[src/rfgb_pkg.sv]
package rfgb_pkg;

   // Field widths
   localparam int SAMPLE_BITS    = 16;
   localparam int ROW_BITS       = 12;
   localparam int WEIGHT_BITS    = 16;
   localparam int FRAC_BITS      = 15;
   localparam int MAX_ROWS       = 4096;
   localparam int CSR_INDEX_BITS = 3;
   localparam int CSR_DATA_BITS  = 16;

   // Queue between front and back
   localparam int QUEUE_DEPTH = 2;

   // Blend datapath widths
   localparam int PROD_BITS  = SAMPLE_BITS + WEIGHT_BITS + 1;
   localparam int SUM_BITS   = PROD_BITS + 1;
   localparam int ROUND_BITS = SUM_BITS + 1;
   localparam int QUOT_BITS  = ROUND_BITS - FRAC_BITS;

   // Register reset values
   localparam logic [WEIGHT_BITS-1:0]        FULL_WEIGHT_RESET = 16'h8000;
   localparam logic signed [SAMPLE_BITS-1:0] BAD_RESET         = 16'sh8000;
   localparam logic signed [SAMPLE_BITS-1:0] MISSING_RESET     = 16'sh8001;

   typedef enum logic [1:0] {
      KIND_SOUTH = 2'd0,
      KIND_NORTH = 2'd1,
      KIND_BLEND = 2'd2
   } kind_type;

   typedef enum logic [CSR_INDEX_BITS-1:0] {
      CSR_ZONE_START    = 3'd0,
      CSR_ZONE_END      = 3'd1,
      CSR_FULL_WEIGHT   = 3'd2,
      CSR_WEIGHT_STEP   = 3'd3,
      CSR_SOUTH_BAD     = 3'd4,
      CSR_SOUTH_MISSING = 3'd5,
      CSR_NORTH_BAD     = 3'd6,
      CSR_NORTH_MISSING = 3'd7
   } csr_index_type;

   typedef struct packed {
      logic [ROW_BITS-1:0]           zone_start_row;
      logic [ROW_BITS-1:0]           zone_end_row;
      logic [WEIGHT_BITS-1:0]        full_weight;
      logic [WEIGHT_BITS-1:0]        weight_step;
      logic signed [SAMPLE_BITS-1:0] south_bad_value;
      logic signed [SAMPLE_BITS-1:0] south_missing_value;
      logic signed [SAMPLE_BITS-1:0] north_bad_value;
      logic signed [SAMPLE_BITS-1:0] north_missing_value;
   } cfg_type;

   // One classified sample waiting for the back end
   typedef struct packed {
      kind_type                      kind;
      logic signed [SAMPLE_BITS-1:0] south;
      logic signed [SAMPLE_BITS-1:0] north;
      logic [WEIGHT_BITS-1:0]        weight;
      logic [WEIGHT_BITS-1:0]        inv_weight;
   } item_type;

endpackage

[src/rfgb_front.sv]
module rfgb_front (
   input  logic                               clock,
   input  logic                               reset,
   input  logic                               req_valid,
   output logic                               req_stall,
   input  logic signed [rfgb_pkg::SAMPLE_BITS-1:0] req_south_value,
   input  logic signed [rfgb_pkg::SAMPLE_BITS-1:0] req_north_value,
   input  logic                               req_end_of_row,
   input  logic                               req_end_of_plane,
   input  rfgb_pkg::cfg_type                  cfg,
   input  logic                               queue_full,
   output logic                               push,
   output rfgb_pkg::item_type                 push_item
);
   import rfgb_pkg::*;

   logic [ROW_BITS-1:0]    row_index_ff, row_index_in;
   logic [WEIGHT_BITS-1:0] row_weight_ff, row_weight_in;
   logic                   accept;
   logic                   zone_empty, north_flagged, south_flagged;
   logic [ROW_BITS:0]      row_plus;
   logic [ROW_BITS-1:0]    next_row;
   logic [WEIGHT_BITS:0]   weight_sum;
   logic [WEIGHT_BITS-1:0] weight;
   kind_type               kind;

   assign req_stall = queue_full;
   assign accept    = req_valid && !queue_full;
   assign push      = accept;

   // Classify the sample by row position and sentinel codes
   always_comb begin
      zone_empty    = cfg.zone_start_row >= cfg.zone_end_row;
      north_flagged = (req_north_value == cfg.north_bad_value) ||
                      (req_north_value == cfg.north_missing_value);
      south_flagged = (req_south_value == cfg.south_bad_value) ||
                      (req_south_value == cfg.south_missing_value);
      kind = KIND_SOUTH;
      if (row_index_ff > cfg.zone_end_row) begin
         kind = KIND_NORTH;
      end else if (!zone_empty && row_index_ff >= cfg.zone_start_row) begin
         if (north_flagged) begin
            kind = KIND_SOUTH;
         end else if (south_flagged) begin
            kind = KIND_NORTH;
         end else begin
            kind = KIND_BLEND;
         end
      end
      // last zone row gets full weight, others are clipped to it
      if (row_index_ff == cfg.zone_end_row || row_weight_ff > cfg.full_weight) begin
         weight = cfg.full_weight;
      end else begin
         weight = row_weight_ff;
      end
   end

   always_comb begin
      push_item.kind       = kind;
      push_item.south      = req_south_value;
      push_item.north      = req_north_value;
      push_item.weight     = weight;
      push_item.inv_weight = cfg.full_weight - weight;
   end

   // Row counter and weight accumulator
   always_comb begin
      row_plus      = {1'b0, row_index_ff} + {{ROW_BITS{1'b0}}, 1'b1};
      weight_sum    = {1'b0, row_weight_ff} + {1'b0, cfg.weight_step};
      row_index_in  = row_index_ff;
      row_weight_in = row_weight_ff;
      if (req_end_of_plane) begin
         next_row = '0;
      end else if (int'(row_plus) >= MAX_ROWS) begin
         next_row = '0;
      end else begin
         next_row = row_plus[ROW_BITS-1:0];
      end
      if (accept && (req_end_of_row || req_end_of_plane)) begin
         row_index_in = next_row;
         if (next_row <= cfg.zone_start_row) begin
            row_weight_in = '0;
         end else if (weight_sum[WEIGHT_BITS]) begin
            row_weight_in = '1;
         end else begin
            row_weight_in = weight_sum[WEIGHT_BITS-1:0];
         end
      end
   end

   always_ff @(posedge clock) begin
      if (reset) begin
         row_index_ff  <= '0;
         row_weight_ff <= '0;
      end else begin
         row_index_ff  <= row_index_in;
         row_weight_ff <= row_weight_in;
      end
   end

endmodule

[src/rfgb_queue.sv]
module rfgb_queue (
   input  logic               clock,
   input  logic               reset,
   input  logic               push,
   input  rfgb_pkg::item_type push_item,
   output logic               full,
   input  logic               pop,
   output logic               empty,
   output rfgb_pkg::item_type pop_item
);
   import rfgb_pkg::*;

   localparam int PTR_W = (QUEUE_DEPTH > 1) ? $clog2(QUEUE_DEPTH) : 1;
   localparam int CNT_W = $clog2(QUEUE_DEPTH + 1);
   localparam logic [PTR_W-1:0] LAST_PTR = PTR_W'(QUEUE_DEPTH - 1);
   localparam logic [CNT_W-1:0] DEPTH_CNT = CNT_W'(QUEUE_DEPTH);

   item_type          slot_ff [QUEUE_DEPTH];
   logic [PTR_W-1:0]  wr_ptr_ff, wr_ptr_in, rd_ptr_ff, rd_ptr_in;
   logic [CNT_W-1:0]  count_ff, count_in;
   logic              do_push, do_pop;

   assign full     = count_ff == DEPTH_CNT;
   assign empty    = count_ff == '0;
   assign do_push  = push && !full;
   assign do_pop   = pop && !empty;
   assign pop_item = slot_ff[rd_ptr_ff];

   // Pointer and fill count
   always_comb begin
      wr_ptr_in = wr_ptr_ff;
      rd_ptr_in = rd_ptr_ff;
      count_in  = count_ff;
      if (do_push) begin
         wr_ptr_in = (wr_ptr_ff == LAST_PTR) ? '0 : wr_ptr_ff + PTR_W'(1);
      end
      if (do_pop) begin
         rd_ptr_in = (rd_ptr_ff == LAST_PTR) ? '0 : rd_ptr_ff + PTR_W'(1);
      end
      if (do_push && !do_pop) begin
         count_in = count_ff + CNT_W'(1);
      end else if (do_pop && !do_push) begin
         count_in = count_ff - CNT_W'(1);
      end
   end

   always_ff @(posedge clock) begin
      if (reset) begin
         wr_ptr_ff <= '0;
         rd_ptr_ff <= '0;
         count_ff  <= '0;
      end else begin
         wr_ptr_ff <= wr_ptr_in;
         rd_ptr_ff <= rd_ptr_in;
         count_ff  <= count_in;
      end
   end

   // Entry storage
   always_ff @(posedge clock) begin
      if (do_push) begin
         slot_ff[wr_ptr_ff] <= push_item;
      end
   end

endmodule

[src/rfgb_back.sv]
module rfgb_back (
   input  logic                                    clock,
   input  logic                                    reset,
   input  logic                                    queue_empty,
   input  rfgb_pkg::item_type                      pop_item,
   output logic                                    pop,
   output logic                                    rsp_valid,
   input  logic                                    rsp_stall,
   output logic signed [rfgb_pkg::SAMPLE_BITS-1:0] rsp_out_value,
   output logic [1:0]                              rsp_source_kind,
   output logic                                    rsp_saturated
);
   import rfgb_pkg::*;

   localparam logic signed [QUOT_BITS-1:0]  SAT_HI = QUOT_BITS'(2**(SAMPLE_BITS-1) - 1);
   localparam logic signed [QUOT_BITS-1:0]  SAT_LO = ~SAT_HI;
   localparam logic signed [ROUND_BITS-1:0] HALF   = ROUND_BITS'(2**(FRAC_BITS-1));

   // Multiply stage
   logic                          s1_valid_ff, s1_valid_in;
   kind_type                      s1_kind_ff;
   logic signed [SAMPLE_BITS-1:0] s1_pass_ff;
   logic signed [PROD_BITS-1:0]   s1_prod_s_ff, s1_prod_n_ff;
   logic signed [PROD_BITS-1:0]   s1_prod_s_in, s1_prod_n_in;
   logic                          s1_load;

   // Output stage
   logic                          rsp_valid_ff, rsp_valid_in;
   logic signed [SAMPLE_BITS-1:0] out_value_ff, out_value_in;
   kind_type                      kind_ff;
   logic                          saturated_ff, saturated_in;
   logic                          out_ready;

   logic signed [SUM_BITS-1:0]    sum;
   logic signed [ROUND_BITS-1:0]  rounded;
   logic signed [QUOT_BITS-1:0]   quot;

   assign out_ready   = !rsp_valid_ff || !rsp_stall;
   assign s1_load     = !s1_valid_ff || out_ready;
   assign pop         = s1_load && !queue_empty;
   assign s1_valid_in = pop ? 1'b1 : (out_ready ? 1'b0 : s1_valid_ff);

   // Weighted products: samples sign-extended, weights zero-extended
   always_comb begin
      s1_prod_s_in = PROD_BITS'(pop_item.south) *
                     PROD_BITS'($signed({1'b0, pop_item.inv_weight}));
      s1_prod_n_in = PROD_BITS'(pop_item.north) *
                     PROD_BITS'($signed({1'b0, pop_item.weight}));
   end

   always_ff @(posedge clock) begin
      if (reset) begin
         s1_valid_ff <= 1'b0;
      end else begin
         s1_valid_ff <= s1_valid_in;
      end
   end

   always_ff @(posedge clock) begin
      if (pop) begin
         s1_kind_ff   <= pop_item.kind;
         s1_pass_ff   <= (pop_item.kind == KIND_NORTH) ? pop_item.north : pop_item.south;
         s1_prod_s_ff <= s1_prod_s_in;
         s1_prod_n_ff <= s1_prod_n_in;
      end
   end

   // Sum, round half up, saturate
   always_comb begin
      sum          = SUM_BITS'(s1_prod_s_ff) + SUM_BITS'(s1_prod_n_ff);
      rounded      = ROUND_BITS'(sum) + HALF;
      quot         = $signed(rounded[ROUND_BITS-1:FRAC_BITS]);
      out_value_in = s1_pass_ff;
      saturated_in = 1'b0;
      if (s1_kind_ff == KIND_BLEND) begin
         if (quot > SAT_HI) begin
            out_value_in = SAT_HI[SAMPLE_BITS-1:0];
            saturated_in = 1'b1;
         end else if (quot < SAT_LO) begin
            out_value_in = SAT_LO[SAMPLE_BITS-1:0];
            saturated_in = 1'b1;
         end else begin
            out_value_in = quot[SAMPLE_BITS-1:0];
         end
      end
      rsp_valid_in = out_ready ? s1_valid_ff : rsp_valid_ff;
   end

   always_ff @(posedge clock) begin
      if (reset) begin
         rsp_valid_ff <= 1'b0;
      end else begin
         rsp_valid_ff <= rsp_valid_in;
      end
   end

   always_ff @(posedge clock) begin
      if (out_ready && s1_valid_ff) begin
         out_value_ff <= out_value_in;
         kind_ff      <= s1_kind_ff;
         saturated_ff <= saturated_in;
      end
   end

   assign rsp_valid       = rsp_valid_ff;
   assign rsp_out_value   = out_value_ff;
   assign rsp_source_kind = kind_ff;
   assign rsp_saturated   = saturated_ff;

endmodule

[src/row_feathered_grid_blend.sv]
// A req beat passes the queue entry, the multiply register and the sum/saturate register
// before rsp_valid goes high for it.
// Throughput: one beat per cycle unless req_stall is high; the front end classifies and
// updates the row counter in the accept cycle, the back end multiplies and rounds in two stages.
// Under rsp_stall four beats fill the back end and the 2-entry queue before req_stall rises.
// Reset (synchronous, active high) clears row counter, weight, queue and valids, loads reg defaults.
module row_feathered_grid_blend (
   input  logic                                    clock,
   input  logic                                    reset,
   input  logic                                    req_valid,
   output logic                                    req_stall,
   input  logic signed [rfgb_pkg::SAMPLE_BITS-1:0] req_south_value,
   input  logic signed [rfgb_pkg::SAMPLE_BITS-1:0] req_north_value,
   input  logic                                    req_end_of_row,
   input  logic                                    req_end_of_plane,
   output logic                                    rsp_valid,
   input  logic                                    rsp_stall,
   output logic signed [rfgb_pkg::SAMPLE_BITS-1:0] rsp_out_value,
   output logic [1:0]                              rsp_source_kind,
   output logic                                    rsp_saturated,
   input  logic                                    csr_wr_en,
   input  logic [rfgb_pkg::CSR_INDEX_BITS-1:0]     csr_index,
   input  logic [rfgb_pkg::CSR_DATA_BITS-1:0]      csr_wdata
);
   import rfgb_pkg::*;

   cfg_type  cfg_ff;
   item_type push_item, pop_item;
   logic     push, pop, queue_full, queue_empty;

   // Configuration registers
   always_ff @(posedge clock) begin
      if (reset) begin
         cfg_ff.zone_start_row      <= '0;
         cfg_ff.zone_end_row        <= '0;
         cfg_ff.full_weight         <= FULL_WEIGHT_RESET;
         cfg_ff.weight_step         <= '0;
         cfg_ff.south_bad_value     <= BAD_RESET;
         cfg_ff.south_missing_value <= MISSING_RESET;
         cfg_ff.north_bad_value     <= BAD_RESET;
         cfg_ff.north_missing_value <= MISSING_RESET;
      end else if (csr_wr_en) begin
         case (csr_index_type'(csr_index))
            CSR_ZONE_START:    cfg_ff.zone_start_row      <= csr_wdata[ROW_BITS-1:0];
            CSR_ZONE_END:      cfg_ff.zone_end_row        <= csr_wdata[ROW_BITS-1:0];
            CSR_FULL_WEIGHT:   cfg_ff.full_weight         <= csr_wdata[WEIGHT_BITS-1:0];
            CSR_WEIGHT_STEP:   cfg_ff.weight_step         <= csr_wdata[WEIGHT_BITS-1:0];
            CSR_SOUTH_BAD:     cfg_ff.south_bad_value     <= $signed(csr_wdata[SAMPLE_BITS-1:0]);
            CSR_SOUTH_MISSING: cfg_ff.south_missing_value <= $signed(csr_wdata[SAMPLE_BITS-1:0]);
            CSR_NORTH_BAD:     cfg_ff.north_bad_value     <= $signed(csr_wdata[SAMPLE_BITS-1:0]);
            CSR_NORTH_MISSING: cfg_ff.north_missing_value <= $signed(csr_wdata[SAMPLE_BITS-1:0]);
            default: begin
            end
         endcase
      end
   end

   rfgb_front u_front (
      .clock            (clock),
      .reset            (reset),
      .req_valid        (req_valid),
      .req_stall        (req_stall),
      .req_south_value  (req_south_value),
      .req_north_value  (req_north_value),
      .req_end_of_row   (req_end_of_row),
      .req_end_of_plane (req_end_of_plane),
      .cfg              (cfg_ff),
      .queue_full       (queue_full),
      .push             (push),
      .push_item        (push_item)
   );

   rfgb_queue u_queue (
      .clock     (clock),
      .reset     (reset),
      .push      (push),
      .push_item (push_item),
      .full      (queue_full),
      .pop       (pop),
      .empty     (queue_empty),
      .pop_item  (pop_item)
   );

   rfgb_back u_back (
      .clock           (clock),
      .reset           (reset),
      .queue_empty     (queue_empty),
      .pop_item        (pop_item),
      .pop             (pop),
      .rsp_valid       (rsp_valid),
      .rsp_stall       (rsp_stall),
      .rsp_out_value   (rsp_out_value),
      .rsp_source_kind (rsp_source_kind),
      .rsp_saturated   (rsp_saturated)
   );

endmodule
[config.mk]
export PLATFORM = sky130hd
export DESIGN_NAME = row_feathered_grid_blend
export DESIGN_NICKNAME = d
export VERILOG_FILES = /design/src/rfgb_pkg.sv /design/src/rfgb_front.sv /design/src/rfgb_queue.sv /design/src/rfgb_back.sv /design/src/row_feathered_grid_blend.sv
export SDC_FILE = /design/constraint.sdc
export NUM_CORES = 2
export LEC_CHECK = 0
export BUFFER_PORTS_ARGS = -buffer_cell sky130_fd_sc_hd__buf_2
export CAP_MARGIN = 25
export CORE_MARGIN = 2
export CORE_UTILIZATION = 60
export CTS_BUF_LIST = sky130_fd_sc_hd__clkbuf_4 sky130_fd_sc_hd__clkbuf_8
export DETAILED_ROUTE_END_ITERATION = 16
export PLACE_DENSITY = 0.83
export SYNTH_ARGS = -nofsm -noshare
export SYNTH_HDL_FRONTEND = slang
export SYNTH_SLANG_ARGS = --single-unit
[constraint.sdc]
create_clock -name clock -period 7.74 [get_ports clock]
set_input_delay 1.161 -clock clock [delete_from_list [all_inputs] [get_ports clock]]
set_output_delay 1.161 -clock clock [all_outputs]
set_load 0.005 [all_outputs]
==> flow_summary.json <==
{
  "status": "finished, final reports clean",
  "clk_pin_slew_worst_paths_ns": 0.08,
  "cts_made_buffers": 68,
  "max_freq_mhz": 136,
  "firstDrtPassIters": 6,
  "setup_violations": 0,
  "grt_max_degree": 92,
  "crit_cells": 25,
  "fp-row-count": 90,
  "grt_pass1_vias": 28400,
  "yosys.area_share.simple_pct": 13.6,
  "wl_per_cell_um": 19.8,
  "startpoint_type": "flip-flop",
  "cp-end-kind": "flip-flop",
  "root_buffer": "clkbuf_8",
  "synth-edff-count": 235,
  "post-route-period-util_pct": 95.0,
  "place.gp.congestion": 0.993,
  "worstSetupPathType": "flip-flop to flip-flop",
  "dieArea_um2": 63300,
  "cts_max_path_buffers": 3,
  "synth.net_count": 4748,
  "grt_use_total_pct": 30.9,
  "r2r_setup_slack_ns": 0.38,
  "yosys_warnings": 0,
  "rsz0062_at_grt": "no",
  "tns_ns": 0,
  "cp-endpoint": "u_back.s1_prod_n_ff[32]",
  "synth-xor-area-share_pct": 3.86,
  "layout.cells.non_filler": 4848,
  "via_per_inst": 5.76,
  "yosys.area.top_type": "fa_1",
  "r2r-end": "u_back.s1_prod_n_ff[32]",
  "hold_start": "cfg_ff[100]",
  "arrival_ns": 7.75,
  "antenna_found_initial": 1,
  "chipHeight_um": 252,
  "drive_above_1_share_pct": 9.45,
  "dp.cells": 4723,
  "slew_viol_final": 0,
  "cts_setup_buffers": 0,
  "syn_inst": 3895,
  "final_area_um2": 39800,
  "fillCellCount": 4590,
  "crit_path_top_delay_cell": "dfxtp_4",
  "syn_area_um2": 36800,
  "slowest_delay_ns": 0.60,
  "numPortBuffers": 78,
  "crit_required_ns": 8.13,
  "yosys.area_share.adder_pct": 35.0,
  "dpl.hpwl_um": 76100,
  "fin_worst_skew_ns": 0.0428,
  "r2r_cells": 25,
  "async_flop_share_pct": 0,
  "synth-compound-area-share_pct": 8.71,
  "tightestPinTransition_ns": 1.01,
  "crit_family": "adder cells",
  "ys_seq_area_share_pct": 27.6,
  "cts_resized": 0,
  "hold_buffers": 0,
  "clkLatencyLatePin_ns": 0.67,
  "cts_tree": "done",
  "relSlewSlack_pct": 32.2,
  "routed_wl_um": 96100,
  "final_antenna_net_count": 0,
  "vias": 27900,
  "die_x_um": 252,
  "synth_top_area_share_pct": 21.2,
  "ys_ff_latch": 390,
  "cap_violations": 0,
  "synth_top_family_by_area": "adder cells",
  "period_minus_slack_ns": 7.36,
  "ys.flop_type": "edfxtp_1",
  "avgSynthCellArea_um2": 9.44,
  "grt_pass1_wl_um": 151000,
  "cp_num_buf_inv": 6,
  "clock_sinks": 390,
  "cp_max_fo": 37,
  "hold_viol": 0,
  "drt_iter0_drc": 2289,
  "io_pins": 79,
  "gr-total-overflow": 0,
  "yosysUniqueCellTypes": 81,
  "hold_class": "flip-flop to flip-flop",
  "core_um2": 60500,
  "post_dp_cell_area_um2": 38300,
  "nNetsFinal": 4864,
  "synthMuxAreaShare_pct": 3.80,
  "syn_to_final_growth_pct": 8.30,
  "cts_max_level": 3,
  "crit_path_frequent_cell": "fa_1",
  "remaining_drc_errors": 0,
  "layout_setup_ws_ns": 0.384,
  "synthTopCellsByArea": "fa_1, edfxtp_1, ha_1, dfxtp_1, inv_1",
  "post-place-ws_ns": 0.449,
  "start_util_pct": 60.8
}
==> how the worst min path moves through the flow <==
stage / depth (start not counted) / to / slack (ns)
floorplan: 0 / u_back.rsp_source_kind[1] / 0.42
global placement: 2 / cfg_ff[104] / 0.44
detailed placement: 2 / cfg_ff[106] / 0.45
CTS: 2 / cfg_ff[104] / 0.46
global route: 2 / cfg_ff[104] / 0.47
finish: 2 / cfg_ff[100] / 0.46
==> state kept, by name (all words and copies together), names as in the netlist, named ones only <==
name / flops
cfg_ff: 120
u_back.rsp_out_value: 16
u_back.rsp_saturated: 1
u_back.rsp_source_kind: 2
u_back.rsp_valid: 1
u_back.s1_kind_ff: 2
u_back.s1_pass_ff: 16
u_back.s1_prod_n_ff: 33
u_back.s1_prod_s_ff: 33
u_back.s1_valid_ff: 1
u_front.row_index_ff: 12
u_front.row_weight_ff: 16
u_queue.count_ff: 2
u_queue.rd_ptr_ff: 1
u_queue.slot_ff: 132
u_queue.wr_ptr_ff: 1
==> cell usage after synthesis (27+ instances only) <==
master      n
xor2_1     45
nor2_1    366
o21a_1     27
fa_1      390
clkbuf_1   93
nand4_1    35
mux2_2     54
nand2b_1   28
edfxtp_1  235
a21o_1     51
inv_1     598
nand3_1    45
mux2i_1    79
a21oi_1   248
dfxtp_1   155
xnor2_1   115
o21ai_0    73
nand2_1   592
ha_1      405
==> cells in the final DEF, fill, tap and decap left out, drive strengths merged, types with 10 or more instances in the layout <==
cell type    n
a211oi      15
a21o        52
a21oi      260
and3        17
buf        159
clkbuf      89
clkinv      25
dfxtp      155
edfxtp     235
fa         390
ha         405
inv        602
mux2        54
mux2i       79
nand2      593
nand2b      28
nand3       46
nand3b      11
nand4       35
nor2       367
nor2b       22
nor3        18
nor4        13
o211ai      10
o21a        27
o21ai       76
o21bai      13
or2         14
xnor2      116
xor2        45
==> metal layers <==
metal / vias up / track usage [%] / share of wire [%]
met5: - / 0 / 0
met4: 0 / 12.3 / 4.5
met2: 1333 / 50.8 / 46
li1: 12900 / - / -
met3: 301 / 8.88 / 11
met1: 13400 / 38.4 / 38
==> final cells by class <==
cell class                 instances  area (µm²)  area share [%]
multi-input combinational       2792       23900            60.1
clock buffer                      89        1130            2.84
sequential                       390       10200            25.5
tap                              782         978            2.46
antenna                            2        5.00          0.0126
clock inverter                    34         352           0.883
timing repair buffer             159        1020            2.57
inverter                         600        2250            5.66
==> kinds of logic after synthesis <==
kind of cell    after synthesis
simple gates               1187
fa+ha+maj                   795
buf+inv                     713
compound gates              516
flops                       390
xor+xnor                    161
mux                         133
==> metrics by stage <==
step | util (%) | hold WS (ns)
2_1_floorplan | - | 0.418
3_3_place_gp | 63.3 | 0.442
3_5_place_dp | 63.4 | 0.450
4_1_cts | 65.8 | 0.460
5_1_grt | 65.9 | 0.472
6_report | 65.9 | 0.460
==> worst register-to-register path, cell delays in order (launching register included) <==
cell and delay, ns:
dfxtp_4 0.60, buf_12 0.30, mux2_2 0.44, nand2_1 0.14, fa_1 0.55, inv_1 0.05, fa_1 0.50, inv_1 0.05
fa_1 0.54, inv_1 0.06, fa_1 0.48, fa_1 0.50, inv_1 0.05, fa_1 0.48, inv_1 0.04, ha_1 0.36
nand3_1 0.09, nor2_1 0.11, and3_1 0.16, a31oi_1 0.15, o31ai_1 0.48, o21ai_0 0.30, o311ai_0 0.34, a21o_1 0.16
a21oi_1 0.07, xnor2_1 0.13
Power is left out: the tool's default activity adds up to more than one toggle a clock period on the data nets, which glitch-free logic cannot reach.
